[src/design/fsl_pkg.sv]
// shared types, codes and constants of the fixed-slot free list
package fsl_pkg;

	// default pool capacity and the slot index width of the ports
	localparam int SLOT_COUNT_MAX_DEF = 256;
	localparam int SLOT_IDX_W         = 8;
	localparam int CFG_W              = 9;

	// slot count after reset
	localparam logic [CFG_W-1:0] CFG_RESET = 9'd256;

	// operation codes
	typedef enum logic [1:0] {
		OP_ALLOC   = 2'd0,
		OP_RELEASE = 2'd1,
		OP_CLEAR   = 2'd2
	} op_t;

	// result status codes
	typedef enum logic [1:0] {
		ST_DONE  = 2'd0,
		ST_EMPTY = 2'd1,
		ST_RANGE = 2'd2
	} status_t;

	// command word fields
	typedef struct packed {
		logic [1:0]            opcode;
		logic [SLOT_IDX_W-1:0] release_slot;
	} cmd_t;

	// result word with its load strobe
	typedef struct packed {
		logic                  load;
		logic [1:0]            status;
		logic [SLOT_IDX_W-1:0] granted_slot;
		logic                  list_empty;
	} rsp_t;

	// link memory access strobes
	typedef struct packed {
		logic wr;
		logic rd;
	} mem_cmd_t;

endpackage

[src/design/fsl_cmd_if.sv]
// command channel: operation and released slot
interface fsl_cmd_if;
	logic                           valid;
	logic                           ready;
	logic [1:0]                     opcode;
	logic [fsl_pkg::SLOT_IDX_W-1:0] release_slot;

	modport source (output valid, output opcode, output release_slot, input ready);
	modport sink   (input valid, input opcode, input release_slot, output ready);
endinterface

[src/design/fsl_rsp_if.sv]
// result channel: status, granted slot and empty flag
interface fsl_rsp_if;
	logic                           valid;
	logic                           ready;
	logic [1:0]                     status;
	logic [fsl_pkg::SLOT_IDX_W-1:0] granted_slot;
	logic                           list_empty;

	modport source (output valid, output status, output granted_slot, output list_empty,
		input ready);
	modport sink   (input valid, input status, input granted_slot, input list_empty,
		output ready);
endinterface

[src/design/fsl_link_mem.sv]
// link memory: one write port, one read port with registered read data
module fsl_link_mem #(
	parameter int DEPTH  = 256,
	parameter int LINK_W = 9
) (
	input  logic                     clk,
	input  fsl_pkg::mem_cmd_t        cmd,
	input  logic [$clog2(DEPTH)-1:0] wr_addr,
	input  logic [LINK_W-1:0]        wr_data,
	input  logic [$clog2(DEPTH)-1:0] rd_addr,
	output logic [LINK_W-1:0]        rd_data
);

	logic [LINK_W-1:0] mem_q [DEPTH];
	logic [LINK_W-1:0] rd_data_q;

	// write port
	always_ff @(posedge clk) begin
		if (cmd.wr) begin
			mem_q[wr_addr] <= wr_data;
		end
	end

	// read port, registered read data
	always_ff @(posedge clk) begin
		if (cmd.rd) begin
			rd_data_q <= mem_q[rd_addr];
		end
	end

	assign rd_data = rd_data_q;

endmodule

[src/design/fsl_ctrl.sv]
// sequencer: head pointer, pool size, relink sweep and link reads and writes
module fsl_ctrl #(
	parameter int SLOT_COUNT_MAX = fsl_pkg::SLOT_COUNT_MAX_DEF,
	parameter int DEPTH          = 256,
	parameter int LINK_W         = 9
) (
	input  logic                       clk,
	input  logic                       arst_n,
	input  logic [fsl_pkg::CFG_W-1:0]  slots_cfg,
	input  logic                       cmd_valid,
	output logic                       cmd_ready,
	input  fsl_pkg::cmd_t              cmd_word,
	input  logic                       rsp_free,
	output fsl_pkg::rsp_t              rsp_word,
	output fsl_pkg::mem_cmd_t          mem_cmd,
	output logic [$clog2(DEPTH)-1:0]   mem_wr_addr,
	output logic [LINK_W-1:0]          mem_wr_data,
	output logic [$clog2(DEPTH)-1:0]   mem_rd_addr,
	input  logic [LINK_W-1:0]          mem_rd_data
);

	localparam int IDX_W = $clog2(DEPTH);
	localparam int CNT_W = $clog2(DEPTH + 1);
	localparam logic [LINK_W-1:0] LINK_NULL = LINK_W'(SLOT_COUNT_MAX);
	localparam logic [CNT_W-1:0]  ACTIVE_MAX = CNT_W'(DEPTH);

	typedef enum logic [2:0] {
		S_IDLE  = 3'b001,
		S_ALLOC = 3'b010,
		S_SWEEP = 3'b100
	} state_t;

	state_t                         state_q;
	logic [LINK_W-1:0]              head_q;
	logic [CNT_W-1:0]               active_q;
	logic [CNT_W-1:0]               sweep_cnt_q;
	logic                           sweep_rsp_q;
	logic [fsl_pkg::SLOT_IDX_W-1:0] granted_q;

	logic             accept;
	logic             head_empty;
	logic             slot_in_range;
	logic             link_end;
	logic [CNT_W-1:0] sweep_inc;
	logic [CNT_W-1:0] active_clamped;

	// clamp the configured slot count to the pool
	always_comb begin
		if (slots_cfg == '0) begin
			active_clamped = CNT_W'(1);
		end else if (slots_cfg > fsl_pkg::CFG_W'(DEPTH)) begin
			active_clamped = ACTIVE_MAX;
		end else begin
			active_clamped = CNT_W'(slots_cfg);
		end
	end

	// status of the current head and incoming slot
	assign head_empty    = head_q >= LINK_W'(active_q);
	assign slot_in_range = fsl_pkg::CFG_W'(cmd_word.release_slot) < fsl_pkg::CFG_W'(active_q);
	assign link_end      = mem_rd_data >= LINK_W'(active_q);
	assign sweep_inc     = sweep_cnt_q + CNT_W'(1);

	assign cmd_ready = (state_q == S_IDLE) && rsp_free;
	assign accept    = cmd_valid && cmd_ready;

	// memory access and result word
	always_comb begin
		mem_cmd     = '0;
		mem_wr_addr = cmd_word.release_slot[IDX_W-1:0];
		mem_wr_data = head_q;
		mem_rd_addr = head_q[IDX_W-1:0];
		rsp_word    = '0;
		case (state_q)
			S_IDLE: begin
				if (accept) begin
					case (cmd_word.opcode)
						fsl_pkg::OP_ALLOC: begin
							if (head_empty) begin
								rsp_word.load       = 1'b1;
								rsp_word.status     = fsl_pkg::ST_EMPTY;
								rsp_word.list_empty = 1'b1;
							end else begin
								mem_cmd.rd = 1'b1;
							end
						end
						fsl_pkg::OP_RELEASE: begin
							rsp_word.load = 1'b1;
							if (slot_in_range) begin
								mem_cmd.wr          = 1'b1;
								rsp_word.status     = fsl_pkg::ST_DONE;
								rsp_word.list_empty = 1'b0;
							end else begin
								rsp_word.status     = fsl_pkg::ST_RANGE;
								rsp_word.list_empty = head_empty;
							end
						end
						fsl_pkg::OP_CLEAR: begin
						end
						default: begin
							rsp_word.load       = 1'b1;
							rsp_word.status     = fsl_pkg::ST_DONE;
							rsp_word.list_empty = head_empty;
						end
					endcase
				end
			end
			S_ALLOC: begin
				rsp_word.load         = 1'b1;
				rsp_word.status       = fsl_pkg::ST_DONE;
				rsp_word.granted_slot = granted_q;
				rsp_word.list_empty   = link_end;
			end
			S_SWEEP: begin
				mem_cmd.wr  = 1'b1;
				mem_wr_addr = sweep_cnt_q[IDX_W-1:0];
				mem_wr_data = (sweep_inc >= active_q) ? LINK_NULL : LINK_W'(sweep_inc);
				if (sweep_inc >= active_q) begin
					rsp_word.load   = sweep_rsp_q;
					rsp_word.status = fsl_pkg::ST_DONE;
				end
			end
			default: begin
			end
		endcase
	end

	// sequencer state, head pointer and pool size
	always_ff @(posedge clk or negedge arst_n) begin
		if (!arst_n) begin
			state_q     <= S_SWEEP;
			head_q      <= '0;
			active_q    <= ACTIVE_MAX;
			sweep_cnt_q <= '0;
			sweep_rsp_q <= 1'b0;
		end else begin
			case (state_q)
				S_IDLE: begin
					if (accept) begin
						case (cmd_word.opcode)
							fsl_pkg::OP_ALLOC: begin
								if (!head_empty) begin
									state_q <= S_ALLOC;
								end
							end
							fsl_pkg::OP_RELEASE: begin
								if (slot_in_range) begin
									head_q <= LINK_W'(cmd_word.release_slot);
								end
							end
							fsl_pkg::OP_CLEAR: begin
								active_q    <= active_clamped;
								sweep_cnt_q <= '0;
								sweep_rsp_q <= 1'b1;
								state_q     <= S_SWEEP;
							end
							default: begin
							end
						endcase
					end
				end
				S_ALLOC: begin
					head_q  <= link_end ? LINK_NULL : mem_rd_data;
					state_q <= S_IDLE;
				end
				S_SWEEP: begin
					sweep_cnt_q <= sweep_inc;
					if (sweep_inc >= active_q) begin
						head_q      <= '0;
						sweep_rsp_q <= 1'b0;
						state_q     <= S_IDLE;
					end
				end
				default: begin
					state_q <= S_IDLE;
				end
			endcase
		end
	end

	// slot being handed out while its link is read
	always_ff @(posedge clk) begin
		if (mem_cmd.rd) begin
			granted_q <= fsl_pkg::SLOT_IDX_W'(head_q);
		end
	end

endmodule

[src/design/fixed_slot_free_list.sv]
// Fixed-slot free list: allocate pops the head slot, release pushes, clear relinks the pool.
// Release, empty allocate and unused opcodes are answered from the idle state; allocate goes
// through the alloc state, after the read of the head slot's link from the link memory.
// Clear sweeps N slots, one link memory write per slot, N the clamped slot count.
// One operation in flight: a new word is taken only when idle and the result register is free.
// After reset the block relinks the whole pool before taking words.
module fixed_slot_free_list #(
	parameter int SLOT_COUNT_MAX = fsl_pkg::SLOT_COUNT_MAX_DEF
) (
	input  logic                      clk,
	input  logic                      arst_n,
	input  logic                      cfg_we,
	input  logic [fsl_pkg::CFG_W-1:0] cfg_wdata,
	fsl_cmd_if.sink                   cmd,
	fsl_rsp_if.source                 rsp
);

	localparam int DEPTH  = (SLOT_COUNT_MAX < 256) ? SLOT_COUNT_MAX : 256;
	localparam int IDX_W  = $clog2(DEPTH);
	localparam int LINK_W = $clog2(SLOT_COUNT_MAX + 1);

	logic [fsl_pkg::CFG_W-1:0]      slots_q;
	logic                           rsp_valid_q;
	logic [1:0]                     rsp_status_q;
	logic [fsl_pkg::SLOT_IDX_W-1:0] rsp_granted_q;
	logic                           rsp_empty_q;

	fsl_pkg::cmd_t     cmd_word;
	fsl_pkg::rsp_t     rsp_word;
	fsl_pkg::mem_cmd_t mem_cmd;
	logic [IDX_W-1:0]  mem_wr_addr;
	logic [LINK_W-1:0] mem_wr_data;
	logic [IDX_W-1:0]  mem_rd_addr;
	logic [LINK_W-1:0] mem_rd_data;
	logic              rsp_free;

	// slot count register, used at the next clear
	always_ff @(posedge clk or negedge arst_n) begin
		if (!arst_n) begin
			slots_q <= fsl_pkg::CFG_RESET;
		end else if (cfg_we) begin
			slots_q <= cfg_wdata;
		end
	end

	assign cmd_word.opcode       = cmd.opcode;
	assign cmd_word.release_slot = cmd.release_slot;
	assign rsp_free              = !rsp_valid_q || rsp.ready;

	fsl_ctrl #(
		.SLOT_COUNT_MAX (SLOT_COUNT_MAX),
		.DEPTH          (DEPTH),
		.LINK_W         (LINK_W)
	) u_ctrl (
		.clk         (clk),
		.arst_n      (arst_n),
		.slots_cfg   (slots_q),
		.cmd_valid   (cmd.valid),
		.cmd_ready   (cmd.ready),
		.cmd_word    (cmd_word),
		.rsp_free    (rsp_free),
		.rsp_word    (rsp_word),
		.mem_cmd     (mem_cmd),
		.mem_wr_addr (mem_wr_addr),
		.mem_wr_data (mem_wr_data),
		.mem_rd_addr (mem_rd_addr),
		.mem_rd_data (mem_rd_data)
	);

	fsl_link_mem #(
		.DEPTH  (DEPTH),
		.LINK_W (LINK_W)
	) u_link_mem (
		.clk     (clk),
		.cmd     (mem_cmd),
		.wr_addr (mem_wr_addr),
		.wr_data (mem_wr_data),
		.rd_addr (mem_rd_addr),
		.rd_data (mem_rd_data)
	);

	// output word register valid
	always_ff @(posedge clk or negedge arst_n) begin
		if (!arst_n) begin
			rsp_valid_q <= 1'b0;
		end else if (rsp_word.load) begin
			rsp_valid_q <= 1'b1;
		end else if (rsp.ready) begin
			rsp_valid_q <= 1'b0;
		end
	end

	// output word payload
	always_ff @(posedge clk) begin
		if (rsp_word.load) begin
			rsp_status_q  <= rsp_word.status;
			rsp_granted_q <= rsp_word.granted_slot;
			rsp_empty_q   <= rsp_word.list_empty;
		end
	end

	assign rsp.valid        = rsp_valid_q;
	assign rsp.status       = rsp_status_q;
	assign rsp.granted_slot = rsp_granted_q;
	assign rsp.list_empty   = rsp_empty_q;

endmodule
[src/flat_wrapper.sv]
// flat-port wrapper written by rule: the top's interface ports become plain ports
module fixed_slot_free_list_flat 
#(
	parameter int SLOT_COUNT_MAX = fsl_pkg::SLOT_COUNT_MAX_DEF
)
  (clk, arst_n, cfg_we, cfg_wdata, cmd_valid, cmd_opcode, cmd_release_slot, cmd_ready, rsp_valid, rsp_status, rsp_granted_slot, rsp_list_empty, rsp_ready);
  fsl_cmd_if cmd_i ();
  fsl_rsp_if rsp_i ();
  input  logic clk;
  input  logic arst_n;
  input  logic cfg_we;
  input  logic [fsl_pkg::CFG_W-1:0] cfg_wdata;
  input wire logic [$bits(cmd_i.valid)-1:0] cmd_valid;
  input wire logic [$bits(cmd_i.opcode)-1:0] cmd_opcode;
  input wire logic [$bits(cmd_i.release_slot)-1:0] cmd_release_slot;
  output wire logic [$bits(cmd_i.ready)-1:0] cmd_ready;
  output wire logic [$bits(rsp_i.valid)-1:0] rsp_valid;
  output wire logic [$bits(rsp_i.status)-1:0] rsp_status;
  output wire logic [$bits(rsp_i.granted_slot)-1:0] rsp_granted_slot;
  output wire logic [$bits(rsp_i.list_empty)-1:0] rsp_list_empty;
  input wire logic [$bits(rsp_i.ready)-1:0] rsp_ready;
  assign cmd_i.valid = cmd_valid;
  assign cmd_i.opcode = cmd_opcode;
  assign cmd_i.release_slot = cmd_release_slot;
  assign cmd_ready = cmd_i.ready;
  assign rsp_valid = rsp_i.valid;
  assign rsp_status = rsp_i.status;
  assign rsp_granted_slot = rsp_i.granted_slot;
  assign rsp_list_empty = rsp_i.list_empty;
  assign rsp_i.ready = rsp_ready;
  fixed_slot_free_list #(.SLOT_COUNT_MAX(SLOT_COUNT_MAX)) u_core (.clk(clk), .arst_n(arst_n), .cfg_we(cfg_we), .cfg_wdata(cfg_wdata), .cmd(cmd_i), .rsp(rsp_i));
endmodule
[config.mk]
export PLATFORM = sky130hd
export DESIGN_NAME = fixed_slot_free_list_flat
export DESIGN_NICKNAME = d
export VERILOG_FILES = /design/src/design/fsl_pkg.sv /design/src/design/fsl_cmd_if.sv /design/src/design/fsl_rsp_if.sv /design/src/design/fsl_link_mem.sv /design/src/design/fsl_ctrl.sv /design/src/design/fixed_slot_free_list.sv /design/src/flat_wrapper.sv
export SDC_FILE = /design/constraint.sdc
export NUM_CORES = 2
export LEC_CHECK = 0
export ABC_AREA = 0
export BUFFER_PORTS_ARGS = -buffer_cell sky130_fd_sc_hd__buf_2
export CAP_MARGIN = 15
export CORE_ASPECT_RATIO = 1.5
export CORE_MARGIN = 5
export CORE_UTILIZATION = 40
export DETAILED_ROUTE_END_ITERATION = 7
export GPL_TIMING_DRIVEN = 0
export PLACE_DENSITY = 0.61
export SLEW_MARGIN = 20
export SYNTH_ARGS = -nofsm -noshare
export SYNTH_HDL_FRONTEND = slang
export SYNTH_SLANG_ARGS = --single-unit
[constraint.sdc]
create_clock -name clk -period 32.6 [get_ports clk]
set_input_delay 6.52 -clock clk [delete_from_list [all_inputs] [get_ports clk]]
set_output_delay 6.52 -clock clk [all_outputs]
set_load 0.03 [all_outputs]
== After elaboration in Yosys (flattened, before gate mapping) ==
Memory sizes are Yosys's and may differ from the RTL's. A register that Yosys moved wholly into a read port is not among the register bits.
Index checks and enable logic that the tools add are counted.

* Shifts and indexed selects: 0
* Equality and inequality tests: 12
* Multiply operators: 0
* $lt $le $gt $ge: 5
* Divide/modulo/power cells: 0
* $add $sub $neg: 1
* Reduce and logical (&&, ||, !) cells: 14
* Multiplexer cells: 45
* Bitwise logic cells: 0

{| class="wikitable"
|+ Operators with widths
! operator !! number
|-
| $mux 9 || 11
|-
| $ge 9x9->1 || 3
|-
| $pmux 9 s3 || 1
|-
| $mux 3 || 6
|-
| $pmux 3 s3 || 2
|-
| $pmux 9 s2 || 1
|-
| $mux 1 || 15
|-
| $pmux 3 s2 || 2
|-
| $add 9x1->9 const B || 1
|-
| $gt 9x9->1 const B || 1
|-
| $logic_not 9->1 || 1
|-
| $lt 8x9->1 || 1
|-
| $mux 8 || 1
|-
| $reduce_and 4->1 || 2
|-
| $ne 2x2->1 const B || 3
|-
| $pmux 1 s2 || 3
|-
| $reduce_and 3->1 || 2
|-
| $reduce_and 5->1 || 1
|-
| $mux 2 || 2
|-
| $ne 2x1->1 const B || 2
|-
| $reduce_bool 2->1 || 2
|-
| $eq 3x1->1 const B || 1
|-
| $eq 3x2->1 const B || 1
|-
| $eq 3x3->1 const B || 1
|-
| 10 further kinds || 11
|}

* Register bits: 60
* Memories kept: 1
* Logic and storage cells: 89
* Bits of input ports: 24
* Memory bits (read-only): 0
* Output and inout bits: 13
* Bits in writable memories: 2,304
* Bits in latches: 0

{| class="wikitable"
|+ Memories
! name !! depth !! width !! rd ports !! clocked after memory_dff !! wr ports !! line !! source
|-
| u_core.u_link_mem.mem_q || 256 || 9 || 1 || 1 || 1 || fsl_link_mem.sv:14 || <nowiki>logic [LINK_W-1:0] mem_q [DEPTH];</nowiki>
|}

== Longest topological paths before layout ==
* Depth in word-level cells: 8
* Gate-level depth with buffers: 15
* Mapped depth without buffers: 12

== Modules after synthesis ==
A second synthesis with hierarchy kept.

* Cell total of the unflattened synthesis: 4,606
* Area total of the unflattened synthesis: 93,120.6 um^2

{| class="wikitable"
|+ By module, submodules not included
! module !! cells an instance !! area an instance (um^2) !! seq. area each (um^2) !! instances
|-
| fsl_link_mem || 4,237 || 89,368.2 || 69,456.6 || 1
|-
| fsl_ctrl || 336 || 3,011.6 || 1,018.5 || 1
|-
| fixed_slot_free_list || 33 || 740.7 || 581.8 || 1
|}

== Worst setup path before layout ==
Ideal clock, no wire load.

* Kind: input-to-output
* Start: input rsp_ready
* End: output cmd_ready
* Cell stages on the path: 2
* Data required time: 26.080 ns
* Slack: 19.085 ns
* Arrival: 6.995 ns
* Path buffers: 0
* Cell sequence: nor2b_1 > nor2_1

* Longest elaborated chain between the ends: 2

{| class="wikitable"
|+ RTL lines
! element !! line !! source
|-
| start: declaration || flat_wrapper.sv:21 || <nowiki>input wire logic [$bits(rsp_i.ready)-1:0] rsp_ready;</nowiki>
|-
| $logic_or 1x1->1 || fixed_slot_free_list.sv:48 || <nowiki>assign rsp_free = !rsp_valid_q || rsp.ready;</nowiki>
|-
| $logic_and 1x1->1 || fsl_ctrl.sv:64 || <nowiki>assign cmd_ready = (state_q == S_IDLE) && rsp_free;</nowiki>
|-
| end: declaration || flat_wrapper.sv:16 || <nowiki>output wire logic [$bits(cmd_i.ready)-1:0] cmd_ready;</nowiki>
|}

Every way passes these cells.

== Worst setup path after layout ==
Ends and elaborated chain as after synthesis.

==> results.txt <==
----------------------------------------------------
[Outcome]
  Run status ... finished, violations left
  Violations in the final reports ... design-rule violations

[Detailed routing]
  DRC viols ... 8
  Routed vias/inst ... slightly below 6
  Vias post-DR ... roughly 47,000
  Wire length after detailed routing ... ~280,000 um
  Average wire per standard cell ... about 36 um
  DRT antenna net count ... 0
  First DRT Iteration DRCs ... 5,950
  Number of iterations in the first detailed-routing pass ... 8

[Global routing]
  Vias in the first global route ... between 40,000 and 50,000
  Met2 usage ... between 30% and 40%
  Maximum number of pins on one net before global-route repair ... 85
  Most Used Layer, Global Route ... met2
  Global routing usage on met1 ... between 20% and 30%
  Overflow after GRT ... 0
  Initial antenna violation count ... 12
  Global router's overall resource usage ... a little under a quarter
  Met3 capacity usage during global routing ... 4.715%
  Global-route wire length before repair ... a little under 400,000 um

[Clock tree]
  CTS buffer count ... 213
  Clock root cell ... clkbuf_16
  Later-pin clock latency in the skew report ... 900 ps
  Worst-path clk slew ... roughly 70 ps
  Deepest clock path buffer count ... 4
  Setup fix buffers added after clock tree synthesis ... 0
  Cts hold-fix bufs ... 0
  Clock tree from TritonCTS ... yes
  Clock sink count ... 2,373
  CTS resizes ... 0
  Htree depth ... 4

[Setup path]
  CP Data Arrival Time ... roughly 7000 ps
  Critical setup path kind ... primary input to output port
  Required time of the critical path ... 26,080 ps
  Type of element launching the critical path ... primary input
  Critical path peak fanout ... 2
  Kind of end point of the critical path ... output port

[Final layout]
  Final #Nets ... ~4,800
  Final std cells w/o fill ... 7,931
  Commonest non-fill, non-tap cells in the layout ... edfxtp_1 (2,332), mux4_2 (543), nor2_1 (272)
  Area overhead of the layout relative to synthesis ... 13.06%
  Most frequent standard cell in the layout excluding fill and tap cells ... edfxtp_1
  Share of cells above drive strength 1 ... a little under a quarter

[Floorplan]
  Die outline width ... just over 400 um
  I/O Pins ... 37
  Die outline height ... 598.9 um
  Cell row count ... 216
  Area of the core ... approximately 0.23 mm2
  Die area ... 0.2411 mm2
  Starting density of the core ... approximately 40%

[STA]
  Setup TNS after final layout ... 0 ps
  RSZ-0062 raised after global routing ... false
  Max Slew Vio Count ... 0
  Final setup viols ... 0
  Rel. slew slack ... about 16%
  Transition time of the tightest slew-check pin ... about 1300 ps
  Skew final ... just under 60 ps
  Highest attainable clock frequency ... about 0.074 GHz
  Post-route minimum period ... approximately 14,000 ps
  Hold violation count in the final report ... 0
  Final Cycle Share ... about 42%

[Place]
  Routability congestion estimate ... 1.030
  IO buf count ... 35
  Estimated wirelength of the detail-placed design ... roughly 200,000 um
  Count of placed standard cells including taps ... roughly 7,500

[Logic synthesis]
  Cell type with the largest total area after synthesis ... edfxtp_1
  Yosys warns ... 0
  Syn_nets ... roughly 4,500
  Top FF cell, synth ... edfxtp_1
  Post-synth EDFFs ... 2,332
  Ranking of synthesized cells by area ... edfxtp_1 (76%), mux4_2 (13%), nor2_1 (1.2%), dfrtp_1 (1.0%), mux2i_1 (0.97%)
  Synth Cell Area ... about 0.092 mm2
  Avg Inst Size Synth ... 20.95 um2
  Share of the synthesized area in the top cell type ... between 70% and 80%
  Instance count of the mapped netlist ... around 4,400
  Share of the yosys chip area belonging to registers ... around 77%
  Flop and latch count out of synthesis ... approximately 2,400
  Count of different cell masters after synthesis ... 62
  Share of synthesized flip-flops with an asynchronous set or reset ... roughly 1.7%

[Run]
  Max-capacitance violation count ... 0

[Worst hold path]
  Hold WC Path Type ... register to register

[Pwr]
  Reported leakage power ... between 30 and 40 nW
  Sum of internal, switching and leakage power ... 0.009577 W
  PwrDens ... just over 90 mW/mm2
  Worst vdd rail ir drop ... 0.05154 mV

----------------------------------------------------
sequential cells by signal, summed over array words and instances (netlist names):
register                   count
u_core.rsp.status              2
u_core.u_ctrl.sweep_cnt_q      9
u_core.rsp.granted_slot        8
u_core.u_ctrl.granted_q        8
u_core.rsp.valid               1
u_core.u_ctrl.sweep_rsp_q      1
u_core.u_ctrl.head_q           9
u_core.u_ctrl.state_q          3
u_core.slots_q                 9
u_core.u_link_mem.mem_q     2304
u_core.rsp.list_empty          1
u_core.u_ctrl.active_q         9
u_core.u_link_mem.rd_data      9
report_power, final:
group | switching [W] | total [W] | internal [W]
clock | 0.00111 | 0.00247 | 0.00136
sequential | 0.0000292 | 0.00384 | 0.00381
combinational | 0.00220 | 0.00327 | 0.00107
cells by family after synthesis:
kind of cell / synth area share, %
AO/OA/AOI/OAI: 3.691
multiplexers: 14.49
AND/OR/NAND/NOR: 2.830
XOR/XNOR: 0.07577
adder cells (fa/ha/maj): 0.5277
flip-flops: 76.84
buffers and inverters: 1.546
metal layers:
metal | wire (um) | vias to the layer above
li1 | - | 19040
met1 | 92640 | 25070
met2 | 141400 | 2388
met3 | 21760 | 743
met4 | 27460 | 8
met5 | 80 | -
layout make-up:
class / instances / area [um2]
well taps: 3052 / 3819
inverters: 20 / 75.07
diodes: 4 / 10.01
multi-input cells: 1768 / 20200
fillers: 19130 / 126000
flip-flops and latches: 2373 / 71060
plain buffers: 253 / 1369
clock inverters: 127 / 1076
clock buffers: 250 / 5554
repair buffers: 84 / 1396
synthesized netlist by cell type (3+ instances only):
cell type and number:
nand2b_1 16, buf_4 45, mux4_2 543, a21o_1 10, mux2_2 24, edfxtp_1 2332
mux2i_1 90, a22oi_1 118, and3_1 9, clkbuf_1 99, o221ai_1 9, nand2_1 141
a211oi_1 4, or2_2 5, o211ai_1 27, ha_1 39, dfstp_2 3, o21a_1 3
o2111ai_1 9, a221oi_1 61, dfrtp_1 38, nor3b_1 4, nor2_1 301, a21oi_1 62
o31ai_1 4, nor3_1 36, nor4_1 14, buf_2 81, xor2_1 3, nand4_1 10
a211o_1 3, nand3b_1 5, xnor2_1 5, a31oi_1 12, a22o_1 69, and2_1 9
inv_1 20, buf_1 10, buf_6 18, nor2b_1 9, o22ai_1 25, o21ai_0 26
nand3_1 41
stage by stage:
stage          util, %  setup slack (ps)  hold slack [ps]  area [um2]
2_1_floorplan        -             19080            445.3       92480
3_3_place_gp     41.85              6297            465.2       96470
3_5_place_dp     42.45             19060            470.3       97860
4_1_cts          45.33             19060            485.3      104500
5_1_grt          45.35             19000            500.5      104500
6_report         45.35             19060            483.2      104600
critical path, stage by stage:
cell and delay (ps):
buf_2 90, nor2b_1 150, nor2_1 80, buf_2 180
final timing paths:
check	slack, ps	start	endpoint	cells past startpoint
worst max-delay path	19060	rsp_ready	cmd_ready	4
worst min-delay path	480	u_core.u_ctrl.active_q[7]	u_core.u_ctrl.active_q[7]	2
worst max register to register	26970	u_core.u_ctrl.head_q[0]	u_core.u_link_mem.rd_data[0]	15
worst min register to register	480	u_core.u_ctrl.active_q[7]	u_core.u_ctrl.active_q[7]	2
max in group asynchronous	26190	arst_n	u_core.u_ctrl.sweep_cnt_q[5]	1
min in group asynchronous	5800	arst_n	u_core.slots_q[5]	1
Power figures use the tool's default switching activity.
